`config.mk`:
```
export PLATFORM = sky130hd
export DESIGN_NAME = rc_frame_receiver_crc16
export DESIGN_NICKNAME = d
export VERILOG_FILES = /design/src/hdl/rcfr_pkg.sv /design/src/hdl/rcfr_ram.sv /design/src/hdl/rc_frame_receiver_crc16.sv
export SDC_FILE = /design/constraint.sdc
export NUM_CORES = 1
export LEC_CHECK = 0
export BUFFER_PORTS_ARGS = -buffer_cell sky130_fd_sc_hd__buf_4
export CAP_MARGIN = 20
export CORE_ASPECT_RATIO = 0.5
export CORE_MARGIN = 2
export CORE_UTILIZATION = 57
export CTS_CLUSTER_DIAMETER = 200
export CTS_CLUSTER_SIZE = 16
export DETAILED_ROUTE_END_ITERATION = 10
export MAX_ROUTING_LAYER = met4
export PLACE_DENSITY = 0.8
export SLEW_MARGIN = 25
export SYNTH_ARGS = -nofsm -noshare
export SYNTH_HDL_FRONTEND = slang
export SYNTH_HIERARCHICAL = 1
export SYNTH_SLANG_ARGS = --single-unit
```
`constraint.sdc`:
```
create_clock -name clk -period 5.9 [get_ports clk]
set_input_delay 0.59 -clock clk [delete_from_list [all_inputs] [get_ports clk]]
set_output_delay 0.59 -clock clk [all_outputs]
set_load 0.01 [all_outputs]
```
`src/hdl/rcfr_pkg.sv`:
```
package rcfr_pkg;

  localparam logic [7:0]  START_BYTE      = 8'h3E;
  localparam logic [7:0]  RC_TYPE_BYTE    = 8'h31;
  localparam logic [6:0]  MIN_FRAME_BYTES = 7'd7;
  localparam logic [6:0]  CHAN_OFFSET     = 7'd6;
  localparam logic [6:0]  LEN_POS         = 7'd2;
  localparam logic [6:0]  TYPE_POS        = 7'd4;
  localparam logic [15:0] JUNK_LIMIT_RST  = 16'd1000;
  localparam logic [15:0] JUNK_MAX        = 16'hFFFF;

  typedef enum logic [2:0] {
    ST_TAKEN   = 3'd0,
    ST_JUNK    = 3'd1,
    ST_ACCEPT  = 3'd2,
    ST_CRCFAIL = 3'd3,
    ST_DROP    = 3'd4,
    ST_HUNT    = 3'd5
  } status_t;

  // Reflected CRC-16, one byte per call, table-free form.
  function automatic logic [15:0] crc_next(input logic [15:0] crc, input logic [7:0] b);
    logic [7:0] d;
    d = b ^ crc[7:0];
    d = d ^ {d[3:0], 4'b0000};
    return {d, crc[15:8]} ^ {12'b0, d[7:4]} ^ {5'b0, d, 3'b000};
  endfunction

endpackage

```
`src/hdl/rcfr_ram.sv`:
```
module rcfr_ram #(
  parameter int WIDTH = 8,
  parameter int DEPTH = 16,
  parameter int AW    = (DEPTH > 1) ? $clog2(DEPTH) : 1
) (
  input  logic             clk,
  input  logic             we,
  input  logic [AW-1:0]    waddr,
  input  logic [WIDTH-1:0] wdata,
  input  logic             re,
  input  logic [AW-1:0]    raddr,
  output logic [WIDTH-1:0] rdata
);

  logic [WIDTH-1:0] mem [DEPTH];

  always_ff @(posedge clk) begin
    if (we) begin
      mem[waddr] <= wdata;
    end
    if (re) begin
      rdata <= mem[raddr];
    end
  end

endmodule

```
`src/hdl/rc_frame_receiver_crc16.sv`:
```
// Serial RC frame receiver with reflected CRC-16 check.
// in_*  : one received UART byte per item (in_tdata[7:0]).
// out_* : result items. tdata = status[2:0], channel_index[6:3],
//         channel_value[20:7]; tlast marks the final item caused by a byte.
// cfg_* : writes junk_limit (cfg_data[15:0]); always ready, use while idle.
// A byte is held in the input register and parsed there; its first result
// is then registered in the output register and shown on out_*. One byte
// per cycle is sustained while the result side keeps taking items and no
// channel or hunt item is due. A good frame end reads the channel store
// (two byte-wide RAMs, one entry per channel) in order: E_START starts the
// first read, then E_OUT gives one channel item per cycle while the result
// side takes them, and no new byte is parsed meanwhile. A junk or CRC
// failure that trips the baud hunt check adds a second item, ST_HUNT.
// The input register still takes one byte while parsing is held, and a
// finished result waits in the output register while the next byte enters.
// A stalled receiver holds the output item and, behind it, all parsing.
// Reset clears frame state, junk count and the store valid bits (the store
// reads as zero until written); junk_limit returns to 1000.
module rc_frame_receiver_crc16 #(
  parameter int NUM_CHANNELS    = 16,
  parameter int MAX_FRAME_BYTES = 70
) (
  input  logic        clk,
  input  logic        rst_n,
  input  logic        in_tvalid,
  output logic        in_tready,
  input  logic [7:0]  in_tdata,   // rx_byte
  output logic        out_tvalid,
  input  logic        out_tready,
  output logic [23:0] out_tdata,  // status[2:0], channel_index[6:3], channel_value[20:7]
  output logic        out_tlast,
  input  logic        cfg_valid,
  output logic        cfg_ready,
  input  logic [15:0] cfg_data    // junk_limit
);
  import rcfr_pkg::*;

  localparam int AW = (NUM_CHANNELS > 1) ? $clog2(NUM_CHANNELS) : 1;
  localparam logic [AW-1:0] LAST_CH     = AW'(NUM_CHANNELS - 1);
  localparam logic [6:0]    STORE_BYTES = 7'(2 * NUM_CHANNELS);
  localparam logic [7:0]    MAX_LEN     = 8'(MAX_FRAME_BYTES);

  typedef enum logic [1:0] {E_IDLE, E_START, E_OUT} emit_state_t;

  logic              a_valid_r, a_valid_nxt;
  logic [7:0]        a_byte_r;
  logic              in_frame_r, in_frame_nxt;
  logic [6:0]        pos_r, pos_nxt;
  logic [6:0]        len_r, len_nxt;
  logic [15:0]       crc_r, crc_nxt;
  logic [15:0]       jc_r, jc_nxt;
  logic              seen_r, seen_nxt;
  logic [15:0]       junk_limit_r;
  logic              hunt_pend_r, hunt_pend_nxt;
  emit_state_t       emit_r, emit_nxt;
  logic [AW-1:0]     emit_k_r, emit_k_nxt;
  logic [NUM_CHANNELS-1:0] vlo_r, vlo_nxt, vhi_r, vhi_nxt;

  logic              out_valid_r, out_valid_nxt;
  status_t           out_st_r, out_st_nxt;
  logic [3:0]        out_idx_r, out_idx_nxt;
  logic [13:0]       out_val_r, out_val_nxt;
  logic              out_last_r, out_last_nxt;

  logic              out_free, a_adv, drop, fin, hunt;
  logic [6:0]        pos_cur, len_cur, st_idx, pos_inc;
  logic [15:0]       crc_cur, crc_new, jc_tmp;
  logic [16:0]       jc_sum, raw_sum;
  status_t           fin_st;
  logic              wr_en, wr_lo, wr_hi, rd_en;
  logic [AW-1:0]     wr_addr, rd_addr;
  logic [7:0]        rd_lo, rd_hi, lo_m, hi_m;

  assign out_free  = !out_valid_r || out_tready;
  assign a_adv     = a_valid_r && !hunt_pend_r && (emit_r == E_IDLE) && out_free;
  assign in_tready = !a_valid_r || a_adv;
  assign cfg_ready = 1'b1;

  assign pos_cur = in_frame_r ? pos_r : 7'd0;
  assign crc_cur = in_frame_r ? crc_r : 16'd0;
  // the length byte counts for the byte that carries it
  assign len_cur = !in_frame_r ? MIN_FRAME_BYTES :
                   (pos_r == LEN_POS) ? a_byte_r[6:0] : len_r;

  assign crc_new = crc_next(crc_cur, a_byte_r);
  assign st_idx  = pos_cur - CHAN_OFFSET;
  assign wr_addr = st_idx[AW:1];
  assign wr_lo   = wr_en && !st_idx[0];
  assign wr_hi   = wr_en && st_idx[0];
  assign pos_inc = pos_cur + 7'd1;
  assign jc_sum  = {1'b0, jc_r} + {10'b0, len_cur};

  assign lo_m    = vlo_r[emit_k_r] ? rd_lo : 8'h00;
  assign hi_m    = vhi_r[emit_k_r] ? rd_hi : 8'h00;
  assign raw_sum = {1'b0, hi_m, lo_m} + 17'd4;

  always_comb begin
    a_valid_nxt   = a_valid_r;
    in_frame_nxt  = in_frame_r;
    pos_nxt       = pos_r;
    len_nxt       = len_r;
    crc_nxt       = crc_r;
    jc_nxt        = jc_r;
    seen_nxt      = seen_r;
    hunt_pend_nxt = hunt_pend_r;
    emit_nxt      = emit_r;
    emit_k_nxt    = emit_k_r;
    vlo_nxt       = vlo_r;
    vhi_nxt       = vhi_r;
    out_valid_nxt = out_valid_r && !out_tready;
    out_st_nxt    = out_st_r;
    out_idx_nxt   = out_idx_r;
    out_val_nxt   = out_val_r;
    out_last_nxt  = out_last_r;
    drop    = 1'b0;
    fin     = 1'b0;
    hunt    = 1'b0;
    fin_st  = ST_JUNK;
    jc_tmp  = jc_r;
    wr_en   = 1'b0;
    rd_en   = 1'b0;
    rd_addr = emit_k_r;

    if (in_tvalid && in_tready) begin
      a_valid_nxt = 1'b1;
    end else if (a_adv) begin
      a_valid_nxt = 1'b0;
    end

    if (a_adv) begin
      if (!in_frame_r && a_byte_r != START_BYTE) begin
        fin    = 1'b1;
        fin_st = ST_JUNK;
        jc_tmp = (jc_r == JUNK_MAX) ? jc_r : jc_r + 16'd1;
      end else begin
        if (in_frame_r && pos_r == LEN_POS &&
            (a_byte_r > MAX_LEN || a_byte_r < {1'b0, MIN_FRAME_BYTES})) begin
          drop = 1'b1;
        end
        if (in_frame_r && pos_r == TYPE_POS && a_byte_r != RC_TYPE_BYTE) begin
          drop = 1'b1;
        end
        if (drop) begin
          in_frame_nxt  = 1'b0;
          out_valid_nxt = 1'b1;
          out_st_nxt    = ST_DROP;
          out_idx_nxt   = 4'd0;
          out_val_nxt   = 14'd0;
          out_last_nxt  = 1'b1;
        end else begin
          in_frame_nxt = 1'b1;
          wr_en        = (pos_cur >= CHAN_OFFSET) && (st_idx < STORE_BYTES);
          crc_nxt      = crc_new;
          pos_nxt      = pos_inc;
          len_nxt      = len_cur;
          if (pos_inc != len_cur) begin
            out_valid_nxt = 1'b1;
            out_st_nxt    = ST_TAKEN;
            out_idx_nxt   = 4'd0;
            out_val_nxt   = 14'd0;
            out_last_nxt  = 1'b1;
          end else begin
            in_frame_nxt = 1'b0;
            if (crc_new == 16'd0) begin
              seen_nxt = 1'b1;
              emit_nxt = E_START;
            end else begin
              fin    = 1'b1;
              fin_st = ST_CRCFAIL;
              jc_tmp = jc_sum[16] ? JUNK_MAX : jc_sum[15:0];
            end
          end
        end
      end

      if (fin) begin
        hunt          = !seen_r && (jc_tmp > junk_limit_r);
        jc_nxt        = hunt ? 16'd0 : jc_tmp;
        hunt_pend_nxt = hunt;
        out_valid_nxt = 1'b1;
        out_st_nxt    = fin_st;
        out_idx_nxt   = 4'd0;
        out_val_nxt   = 14'd0;
        out_last_nxt  = !hunt;
      end
    end else if (hunt_pend_r && out_free) begin
      hunt_pend_nxt = 1'b0;
      out_valid_nxt = 1'b1;
      out_st_nxt    = ST_HUNT;
      out_idx_nxt   = 4'd0;
      out_val_nxt   = 14'd0;
      out_last_nxt  = 1'b1;
    end else begin
      case (emit_r)
        E_START: begin
          rd_en      = 1'b1;
          rd_addr    = '0;
          emit_k_nxt = '0;
          emit_nxt   = E_OUT;
        end
        E_OUT: begin
          if (out_free) begin
            out_valid_nxt = 1'b1;
            out_st_nxt    = ST_ACCEPT;
            out_idx_nxt   = 4'(emit_k_r);
            out_val_nxt   = raw_sum[16:3];
            if (emit_k_r == LAST_CH) begin
              out_last_nxt = 1'b1;
              emit_nxt     = E_IDLE;
            end else begin
              out_last_nxt = 1'b0;
              emit_k_nxt   = emit_k_r + AW'(1);
              rd_en        = 1'b1;
              rd_addr      = emit_k_r + AW'(1);
            end
          end
        end
        default: ;
      endcase
    end

    if (wr_en && !st_idx[0]) begin
      vlo_nxt[wr_addr] = 1'b1;
    end
    if (wr_en && st_idx[0]) begin
      vhi_nxt[wr_addr] = 1'b1;
    end
  end

  always_ff @(posedge clk) begin
    if (!rst_n) begin
      a_valid_r    <= 1'b0;
      in_frame_r   <= 1'b0;
      pos_r        <= 7'd0;
      len_r        <= MIN_FRAME_BYTES;
      crc_r        <= 16'd0;
      jc_r         <= 16'd0;
      seen_r       <= 1'b0;
      junk_limit_r <= JUNK_LIMIT_RST;
      hunt_pend_r  <= 1'b0;
      emit_r       <= E_IDLE;
      emit_k_r     <= '0;
      vlo_r        <= '0;
      vhi_r        <= '0;
      out_valid_r  <= 1'b0;
    end else begin
      a_valid_r    <= a_valid_nxt;
      in_frame_r   <= in_frame_nxt;
      pos_r        <= pos_nxt;
      len_r        <= len_nxt;
      crc_r        <= crc_nxt;
      jc_r         <= jc_nxt;
      seen_r       <= seen_nxt;
      hunt_pend_r  <= hunt_pend_nxt;
      emit_r       <= emit_nxt;
      emit_k_r     <= emit_k_nxt;
      vlo_r        <= vlo_nxt;
      vhi_r        <= vhi_nxt;
      out_valid_r  <= out_valid_nxt;
      if (cfg_valid && cfg_ready) begin
        junk_limit_r <= cfg_data;
      end
    end
  end

  always_ff @(posedge clk) begin
    if (in_tvalid && in_tready) begin
      a_byte_r <= in_tdata;
    end
    out_st_r   <= out_st_nxt;
    out_idx_r  <= out_idx_nxt;
    out_val_r  <= out_val_nxt;
    out_last_r <= out_last_nxt;
  end

  rcfr_ram #(.WIDTH(8), .DEPTH(NUM_CHANNELS), .AW(AW)) u_store_lo (
    .clk   (clk),
    .we    (wr_lo),
    .waddr (wr_addr),
    .wdata (a_byte_r),
    .re    (rd_en),
    .raddr (rd_addr),
    .rdata (rd_lo)
  );

  rcfr_ram #(.WIDTH(8), .DEPTH(NUM_CHANNELS), .AW(AW)) u_store_hi (
    .clk   (clk),
    .we    (wr_hi),
    .waddr (wr_addr),
    .wdata (a_byte_r),
    .re    (rd_en),
    .raddr (rd_addr),
    .rdata (rd_hi)
  );

  assign out_tvalid = out_valid_r;
  assign out_tdata  = {3'b000, out_val_r, out_idx_r, out_st_r};
  assign out_tlast  = out_last_r;

endmodule

```
==> out/metrics.cfg, run 1 <==
[outcome]
status = complete, no violations

[power]
peakVddDrop_mv = 0.191
leakage_nw = 6.37
p_per_area_nw_per_um2 = 254

[clock_tree]
cts.clk_slew.worst_paths_ns = 0.08
clock_path_buffers = 3
insertion_delay_ns = 0.58
holdBufCountCts = 0
root_buffer = clkbuf_16
cts.sinks = 373
cts-htree-levels = 1
cts_buffers = 27
cts_tree = built
cts_resized = 0
post_cts_buffers = 0

[detailed_routing]
wirelength_mm = 38.4
viasPerCell = 6.26
dr.pass1.iters = 6
drc = 0
vias = 11400
wl_per_cell_um = 21.1
ant_nets = 0
drt_iter0_drc = 1361

[placed_design]
hpwl_mm = 25.3
dpl-instance-area_um2 = 18100
port_buffers = 52
globalplace.congestion = 0.916
pre_cts_ws_ns = 0.102

[floorplanning]
start_util = 0.575
die-area_um2 = 31800
die_w_um = 250
ios = 57
rows = 45
die_height_um = 127
core_region_area_um2 = 30100

[setup_path]
crit_path_max_fanout = 7
cp-start-kind = register
rrSetupSlack_ns = 0.25
r2r_cells = 25
r2r_start = pos_r[4]
critPathCaptureType = register
rr_endpoint = jc_r[9]
crit_type = register to register
arrival_ns = 6.15
cp.required_ns = 6.40

[sta]
period_minus_slack_ns = 5.65
min_period_over_period = 0.958
slew_violations = 0
setup_viol = 0
tightestPinTransition_ns = 1.01
skew_ns = 0.0263
fin_hold_ws_ns = 0.197
relSlewSlack = 0.319
max_freq_mhz = 177
setup_slack_ns = 0.245
hold_violations = 0

[min_path]
holdPathEnd = a_byte_r[3]
holdCritStartpoint = in_tdata[3]
hold_depth = 1
min_path_type = primary input to register

[flow_run]
drv_cap = 0

[global_routing]
grt_usage = 0.249
grt_overflow_total = 0
grt_pass1_wl_mm = 59.9
grt_pass1_vias = 11000
grt_antenna_before_repair = 0
grt_max_degree = 76

[synthesis]
synth_cells = 1360
syn_avg_cell_area_um2 = 12.7
synthesis.area_um2 = 17300
yosysWarnings = 6

[final_layout]
multi_input_area_um2 = 6600
final_net_count = 1461
fin_util = 0.628
drive_gt1_frac = 0.143
n_antenna_cell = 0
seqCellArea_um2 = 10200
fin_area_um2 = 18900
area_growth_pct = 9.21
nFillCells = 2184

[stage by stage]
stage | instances | TNS, ns | total power (W)
final | 1816 | 0 | 0.00479
after global routing | 1816 | -0.0180 | 0.00494
after CTS | 1816 | 0 | 0.00482
after detailed placement | 1768 | 0 | 0.00310
after global placement | 1767 | 0 | 0.00309
after floorplan | 1362 | 0 | 0.00301
[critical path, cell delays in order, from the launching register on]
cell       delay (ns)
dfxtp_1          0.38
buf_4            0.19
or4_4            0.55
o21ai_0          0.18
a21oi_1          0.16
ha_1             0.35
a21o_1           0.25
o41ai_2          0.36
a22o_1           0.22
nand2b_1         0.14
nor2_1           0.08
o41ai_2          0.45
nand2_2          0.17
nor3_2           0.15
a21oi_1          0.07
ha_1             0.30
a2111oi_0        0.35
o21ai_0          0.13
o21ai_0          0.09
o21ai_0          0.11
o21ai_2          0.21
nand3_2          0.14
nor2_2           0.15
buf_4            0.16
a21oi_1          0.07
o22ai_1          0.17
[flip-flops by register name (all words and copies together) (netlist names), 3 cells and up]
signal            cells
u_store_hi/mem      128
out_val_r            14
crc_r                16
u_store_hi/rdata      8
junk_limit_r         16
out_idx_r             4
a_byte_r              8
emit_k_r              4
pos_r                 7
jc_r                 16
out_st_r              3
vlo_r                16
u_store_lo/rdata      6
u_store_lo/mem       96
vhi_r                16
len_r                 7
[area by class of cell]
class                   count  area share
flip-flops and latches    373       0.537
clock inverters             2     0.00192
multi-input cells         859       0.349
inverters                  46     0.00914
repair buffers             91      0.0364
well taps                 399      0.0264
clock buffers              46      0.0395
[metal layers]
metal  up-vias  share of wire  GRT usage  wire [µm]
met5         -              0          -          0
met4         0          0.023     0.0648        885
met3        74          0.085     0.0420       3280
met2       573           0.48      0.406      18400
met1      5542           0.41      0.331      15800
li1       5185              -          -          -
[how the worst max path moves through the flow]
stage          startpoint  slack (ns)       to
6_report         pos_r[4]        0.25  jc_r[9]
5_1_grt          pos_r[4]       -0.02  jc_r[9]
4_1_cts          pos_r[4]        0.08  jc_r[9]
3_5_place_dp     pos_r[4]        0.10  jc_r[9]
3_3_place_gp     pos_r[4]        0.36  jc_r[9]
2_1_floorplan  in_frame_r        0.18  jc_r[9]
[placed cells by master, fill, tap and decap left out, types with 7 or more instances in the layout]
cell	instances
mux4_1	24
a22oi_1	33
clkbuf_16	27
edfxtp_1	268
ha_1	33
a21oi_1	62
nand2b_1	13
buf_4	90
xnor2_1	29
o21ai_0	26
nand3b_1	7
or3_1	7
dfxtp_1	104
mux2i_1	22
nand4_1	13
o21a_1	8
and3_1	12
mux4_2	37
clkbuf_1	19
o31ai_1	9
and2_1	18
a22o_1	10
nor2_1	127
nor3_1	24
a211oi_1	11
nand3_1	22
o211ai_1	14
nand2_1	125
inv_1	44
xor2_1	30
a31oi_1	32
nor2b_1	10
[where the power goes]
part	switching (W)	total [W]	internal, W
combinational	0.000124	0.000196	0.0000727
clock	0.000884	0.00175	0.000870
sequential	0.0000170	0.00284	0.00282
total	0.00102	0.00479	0.00377
No activity file was read; power rests on OpenSTA's default activity.
==> run 2, diff against run 1 <==
- CAP_MARGIN: 20 -> 40
- CELL_PAD_IN_SITES_DETAIL_PLACEMENT: not set -> 0
- CELL_PAD_IN_SITES_GLOBAL_PLACEMENT: not set -> 1
- CORE_UTILIZATION: 57 -> 47
- PLACE_DENSITY: 0.8 -> 0.79
- SETUP_SLACK_MARGIN: not set -> 0.02
==> run 2 against run 1 <==
  * Clock skew shrank 0.0044 ns
  * Global-route usage shrank 4.1 points
  * Non-clock buffer count grew 23
  * Flip-flop and latch count is the same
  * Sequential power is essentially flat
  * Critical path type unchanged
  * Largest power group unchanged
==> out/metrics.cfg, run 2 (synthesized netlist as in run 1, its figures left out) <==
[outcome]
status = complete, no violations

[floorplanning]
core_region_area_um2 = 36100  ; +20%
ios = 57  ; unchanged
rows = 49  ; +8.9%
die_w_um = 275  ; +10%
die_height_um = 140  ; +9.8%
die-area_um2 = 38500  ; +21%
start_util = 0.479  ; -0.0963

[final_layout]
drive_gt1_frac = 0.158  ; +0.0143
largest_registers = u_store_hi/mem (128), u_store_lo/mem (96)
n_antenna_cell = 0  ; unchanged
layout_commonest_cell = edfxtp_1
largest_register = u_store_hi/mem
area_growth_pct = 10.5
final_net_count = 1484  ; +1.6%
largest_reg_flops = 128  ; unchanged
layout_common_cells = edfxtp_1 (268), nor2_1 (127), nand2_1 (125), buf_4 (104), dfxtp_1 (102)

[global_routing]
grt_max_degree = 52  ; -32%
grt_antenna_before_repair = 0  ; unchanged
grt_pass1_vias = 10800  ; -1.6%
grt_overflow_total = 0  ; unchanged
grt_usage = 0.208  ; -0.0413
grt_pass1_wl_mm = 60.5  ; +0.91%

[sta]
setup_slack_ns = 0.457  ; +0.212 ns
tightestPinTransition_ns = 0.841  ; -0.173 ns
relSlewSlack = 0.437  ; +0.118
period_minus_slack_ns = 5.44  ; -0.212 ns
slew_violations = 0  ; unchanged
hold_violations = 0  ; unchanged
grt_setup_unrepaired = false
max_freq_mhz = 184  ; +3.9%
min_period_over_period = 0.923  ; -0.0359
skew_ns = 0.0218  ; -0.00441 ns
setup_viol = 0  ; unchanged
fin_setup_tns_ns = 0  ; unchanged

[clock_tree]
cts.sinks = 373  ; unchanged
cts.clk_slew.worst_paths_ns = 0.08  ; about the same
cts-htree-levels = 1  ; unchanged
clock_path_buffers = 3  ; unchanged
cts_buffers = 27  ; unchanged
insertion_delay_ns = 0.57  ; about the same
root_buffer = clkbuf_16
cts_tree = built

[detailed_routing]
ant_nets = 0  ; unchanged
wl_per_cell_um = 20.4  ; -3.5%
drt_iter0_drc = 933  ; -31%
dr.pass1.iters = 5  ; -1
wirelength_mm = 38.9  ; +1.6%
drc = 0  ; unchanged
vias = 11200  ; -1.8%
viasPerCell = 5.84  ; -6.7%

[setup_path]
crit_path_max_fanout = 7  ; unchanged
arrival_ns = 5.94  ; -0.21 ns
cp-start-kind = register
crit_start = pos_r[3]
r2r_start = pos_r[3]
critPathCaptureType = register
cp.required_ns = 6.39  ; about the same
crit_type = register to register

[min_path]
min_path_type = primary input to register
holdCritStartpoint = in_tdata[0]

[power]
leakage_nw = 6.48  ; +1.7%
p_per_area_nw_per_um2 = 248  ; -2.3%
peakVddDrop_mv = 0.217  ; +14%

[placed_design]
pre_cts_ws_ns = 0.224  ; +0.123 ns
globalplace.congestion = 0.904  ; -1.3%
port_buffers = 52  ; unchanged
hpwl_mm = 26.4  ; +4.6%

[flow_run]
drv_cap = 0  ; unchanged

## run 2: changes by cell type in the layout (fill, tap and decap cells not counted), moves of 3 or more
| cell | before | now |
|---|---|---|
| buf_2 | 0 | 4 |
| buf_4 | 90 | 104 |
| clkbuf_1 | 19 | 7 |
| o21ai_1 | 4 | 7 |
## run 2: routing by layer
layer | track usage | share of wire | vias to the layer above
li1 | - | - | 5229
met1 | 0.288 | 0.46 | 5569
met2 | 0.329 | 0.47 | 315
met3 | 0.0335 | 0.053 | 54
met4 | 0.0384 | 0.015 | 0
met5 | - | 0 | -
## run 2: area by class of cell
class	count	area, µm²
flip-flops and latches	373	10200
well taps	484	606
inverters	46	173
multi-input cells	859	6570
fillers	3015	17000
repair buffers	114	873
clock buffers	34	702
clock inverters	2	36.3
## run 2: worst max-delay path: stages (launching register included)
cell and delay, ns:
dfxtp_2 0.37, nor4_4 0.29, buf_4 0.18, nand4_1 0.10, a21oi_1 0.38, ha_1 0.35
a21o_1 0.25, o41ai_2 0.33, a22o_1 0.19, nand2b_1 0.14, nor2_1 0.07, buf_4 0.16
nor3_4 0.34, a21oi_1 0.11, a21o_1 0.19, ha_1 0.28, nand3_1 0.10, o21ai_0 0.08
o221ai_1 0.16, a21oi_1 0.10, o21a_1 0.17, o21ai_1 0.12, buf_4 0.14, nand3_1 0.15
nor2_2 0.17, buf_4 0.16, a21oi_1 0.07, o22ai_1 0.18
## run 2: stage by stage
step	util	hold WS (ns)	instances	cell area, µm²	power [W]
floorplan	-	0.432	1362	17300	0.00301
global placement	0.504	0.444	1860	18200	0.00309
detailed placement	0.505	0.447	1865	18200	0.00310
CTS	0.525	0.164	1901	19000	0.00479
global route	0.529	0.163	1912	19100	0.00489
finish	0.529	0.192	1912	19100	0.00474
## run 2: final timing paths
check / slack, ns / depth (start not counted) / endpoint
worst max-delay path: 0.46 / 27 / jc_r[9]
worst max register to register: 0.46 / 27 / jc_r[9]
worst min register to register: 0.46 / 2 / len_r[5]
worst min-delay path: 0.19 / 1 / a_byte_r[0]
## run 2: power breakdown
group / internal [W] / switching [W] / leakage [nW]
clock network: 0.000837 / 0.000861 / 0.358
registers: 0.00282 / 0.0000161 / 3.28
logic: 0.0000725 / 0.000126 / 2.85
total: 0.00373 / 0.00100 / 6.48
## run 2: repair_timing
action,4_1_cts,5_1_grt
setup endpoints to repair,0,18
hold buffers,0,0
resized for setup,0,14
buffers inserted,0,1
endpoints found under the hold margin,0,0
==> run 3, diff against run 2 <==
- CORE_UTILIZATION: 47 -> 49
- CTS_BUF_LIST: not set -> sky130_fd_sc_hd__clkbuf_4
- PLACE_DENSITY: 0.79 -> 0.82
==> run 3 against run 2 <==
  * Flip-flop and latch count unchanged
  * Fmax decreased by 0.49%
  * Sequential power about the same
  * Global-route usage increased by 0.85 points
  * Clock power decreased by 33%
  * Register-to-register slack got worse by 0.03 ns
  * Final cell count increased by 1.4%
  * Sequential share of layout area increased by 0.26 points
  * Wire length decreased by 0.53%
  * Count of clock-buffer cells in the layout increased by 12
  * Critical path type unchanged
==> out/metrics.cfg, run 3 (synthesized netlist as in run 1, its figures left out) <==
[setup_path]
critPathTopFamily = simple AND/OR/NAND/NOR gates
rr_endpoint = jc_r[9]
arrival_ns = 6.21  ; +0.27 ns
crit_path_max_fanout = 13  ; +6
r2r_cells = 29  ; +7.4%
rrSetupSlack_ns = 0.43  ; -0.03 ns
crit_top_cell = a21oi_1
cp_num_buf_inv = 3  ; -1
cp.required_ns = 6.64  ; +0.25 ns
cp-start-kind = register
slowest_stage = dfxtp_4
r2r_start = pos_r[5]
cpPeakStageDelay_ns = 0.42  ; +0.04 ns
crit_type = register to register
critPathCaptureType = register

[final_layout]
drive_gt1_frac = 0.166  ; +0.00808
largest_registers = u_store_hi/mem (128), u_store_lo/mem (96)
layout_commonest_cell = edfxtp_1
largest_reg_flops = 128  ; unchanged
final_net_count = 1505  ; +1.4%
layout_common_cells = edfxtp_1 (268), nor2_1 (127), nand2_1 (125), dfxtp_1 (104), buf_4 (99)
largest_register = u_store_hi/mem
layout.cells.non_filler = 1938  ; +1.4%
area_growth_pct = 9.97

[sta]
skew_ns = 0.0486  ; +0.0268 ns
max_freq_mhz = 183  ; -0.49%
relSlewSlack = 0.423  ; -0.0143
tightestPinTransition_ns = 0.859  ; +0.0180 ns
setup_slack_ns = 0.430  ; -0.0268 ns
period_minus_slack_ns = 5.47  ; +0.0268 ns
min_period_over_period = 0.927  ; +0.00454
hold_violations = 0  ; unchanged
slew_violations = 0  ; unchanged
setup_viol = 0  ; unchanged
fin_hold_ws_ns = 0.0997  ; -0.0925 ns

[global_routing]
grt_pass1_vias = 11000  ; +1.9%
grt_antenna_before_repair = 2  ; +2
grt_usage = 0.217  ; +0.00847
grt_use_met3 = 0.0507  ; +0.0172
grtUsageMet2 = 0.352  ; +0.0238
grt-busiest-layer = met2
grt_pass1_wl_mm = 60.5  ; +0.14%
grt_util_met1 = 0.282  ; -0.00646
grt_max_degree = 77  ; +48%
grt_overflow_total = 0  ; unchanged

[flow_run]
drv_cap = 0  ; unchanged

[power]
peakVddDrop_mv = 0.139  ; -36%
p_per_area_nw_per_um2 = 220  ; -11%
leakage_nw = 6.43  ; -0.79%
power_w = 0.00419  ; -11%

[clock_tree]
cts.sinks = 373  ; unchanged
cts.clk_slew.worst_paths_ns = 0.19  ; +0.11 ns
clock_path_buffers = 3  ; unchanged
cts-htree-levels = 1  ; unchanged
insertion_delay_ns = 0.80  ; +0.23 ns
root_buffer = clkbuf_4
cts_buffers = 27  ; unchanged
cts_tree = built

[placed_design]
pre_cts_ws_ns = 0.0926  ; -0.132 ns
globalplace.congestion = 0.903  ; about the same
port_buffers = 52  ; unchanged
hpwl_mm = 26.3  ; -0.26%
dp.cells = 1852  ; -0.70%

[detailed_routing]
viasPerCell = 5.88  ; +0.69%
ant_nets = 0  ; unchanged
wirelength_mm = 38.7  ; -0.53%
drc = 0  ; unchanged
wl_per_cell_um = 20.0  ; -1.9%
vias = 11400  ; +2.1%
drt_iter0_drc = 1145  ; +23%
dr.pass1.iters = 7  ; +2

[floorplanning]
rows = 48  ; -2.0%
die-area_um2 = 36900  ; -4.0%
die_w_um = 270  ; -2.0%
ios = 57  ; unchanged
die_height_um = 137  ; -2.0%
start_util = 0.499  ; +0.0202
core_region_area_um2 = 34700  ; -4.0%

[min_path]
min_path_type = primary input to register
hold_depth = 2  ; +1
holdCritStartpoint = rst_n
holdPathEnd = len_r[0]

[outcome]
status = complete, no violations

-- run 3: cell count changes in the layout (fill, tap and decap cells not counted), sizes merged --
cell	delta
diode	+2
clkinvlp	+1
dlygate4sd3	+25
inv	-1
clkbuf	+12
buf	-4
-- run 3: worst max path at each step --
| stage | from | endpoint | slack, ns | depth (start not counted) |
|---|---|---|---|---|
| after CTS | pos_r[5] | jc_r[9] | 0.15 | 29 |
| after global routing | pos_r[5] | jc_r[9] | -0.03 | 25 |
| after floorplan | in_frame_r | jc_r[9] | 0.18 | 30 |
| after detailed placement | pos_r[5] | jc_r[9] | 0.09 | 26 |
| after global placement | pos_r[5] | jc_r[9] | 0.33 | 29 |
| final | pos_r[5] | jc_r[9] | 0.43 | 29 |
-- run 3: cell type report --
cell class,count,area (µm²)
fillers,2847,15600
flip-flops and latches,373,10200
multi-input cells,859,6600
repair buffers,135,1130
well taps,475,594
clock buffers,46,345
inverters,46,173
clock inverters,2,23.8
diodes,2,5.00
-- run 3: worst reg2reg max path, delay by kind of cell, from the launching register on --
family / cells / cell delay [ns]
and+or+nand+nor: 11 / 1.86
AOI/OAI and AO/OA: 11 / 1.81
adders and majority gates: 3 / 0.67
DFF: 1 / 0.42
buffers and inverters: 3 / 0.40
muxes: 1 / 0.24
-- run 3: routing by layer --
layer,part of all wire,up-vias
met5,0,-
met4,0.016,0
met3,0.080,59
met2,0.47,419
met1,0.43,5630
li1,-,5289
-- run 3: metrics by stage --
stage / TNS [ns] / cell area (µm²) / util
4_1_cts: 0 / 18900 / 0.544
6_report: 0 / 19000 / 0.549
2_1_floorplan: 0 / 17300 / -
5_1_grt: -0.0391 / 19000 / 0.549
3_5_place_dp: 0 / 18200 / 0.526
3_3_place_gp: 0 / 18200 / 0.524
-- run 3: power by group --
part           internal [W]  switching, W  leakage [nW]  total (W)
Clock              0.000354      0.000784         0.219    0.00114
Combinational     0.0000856      0.000128          2.93   0.000214
Sequential          0.00283     0.0000174          3.28    0.00284
Total               0.00326      0.000929          6.43    0.00419
-- run 3: what timing repair did --
action,CTS,global route
gates resized for setup,1,17
buffers inserted,0,3
hold buffers,25,0
setup endpoints to repair,1,18
pin swaps,0,7
hold endpoints to repair,25,0
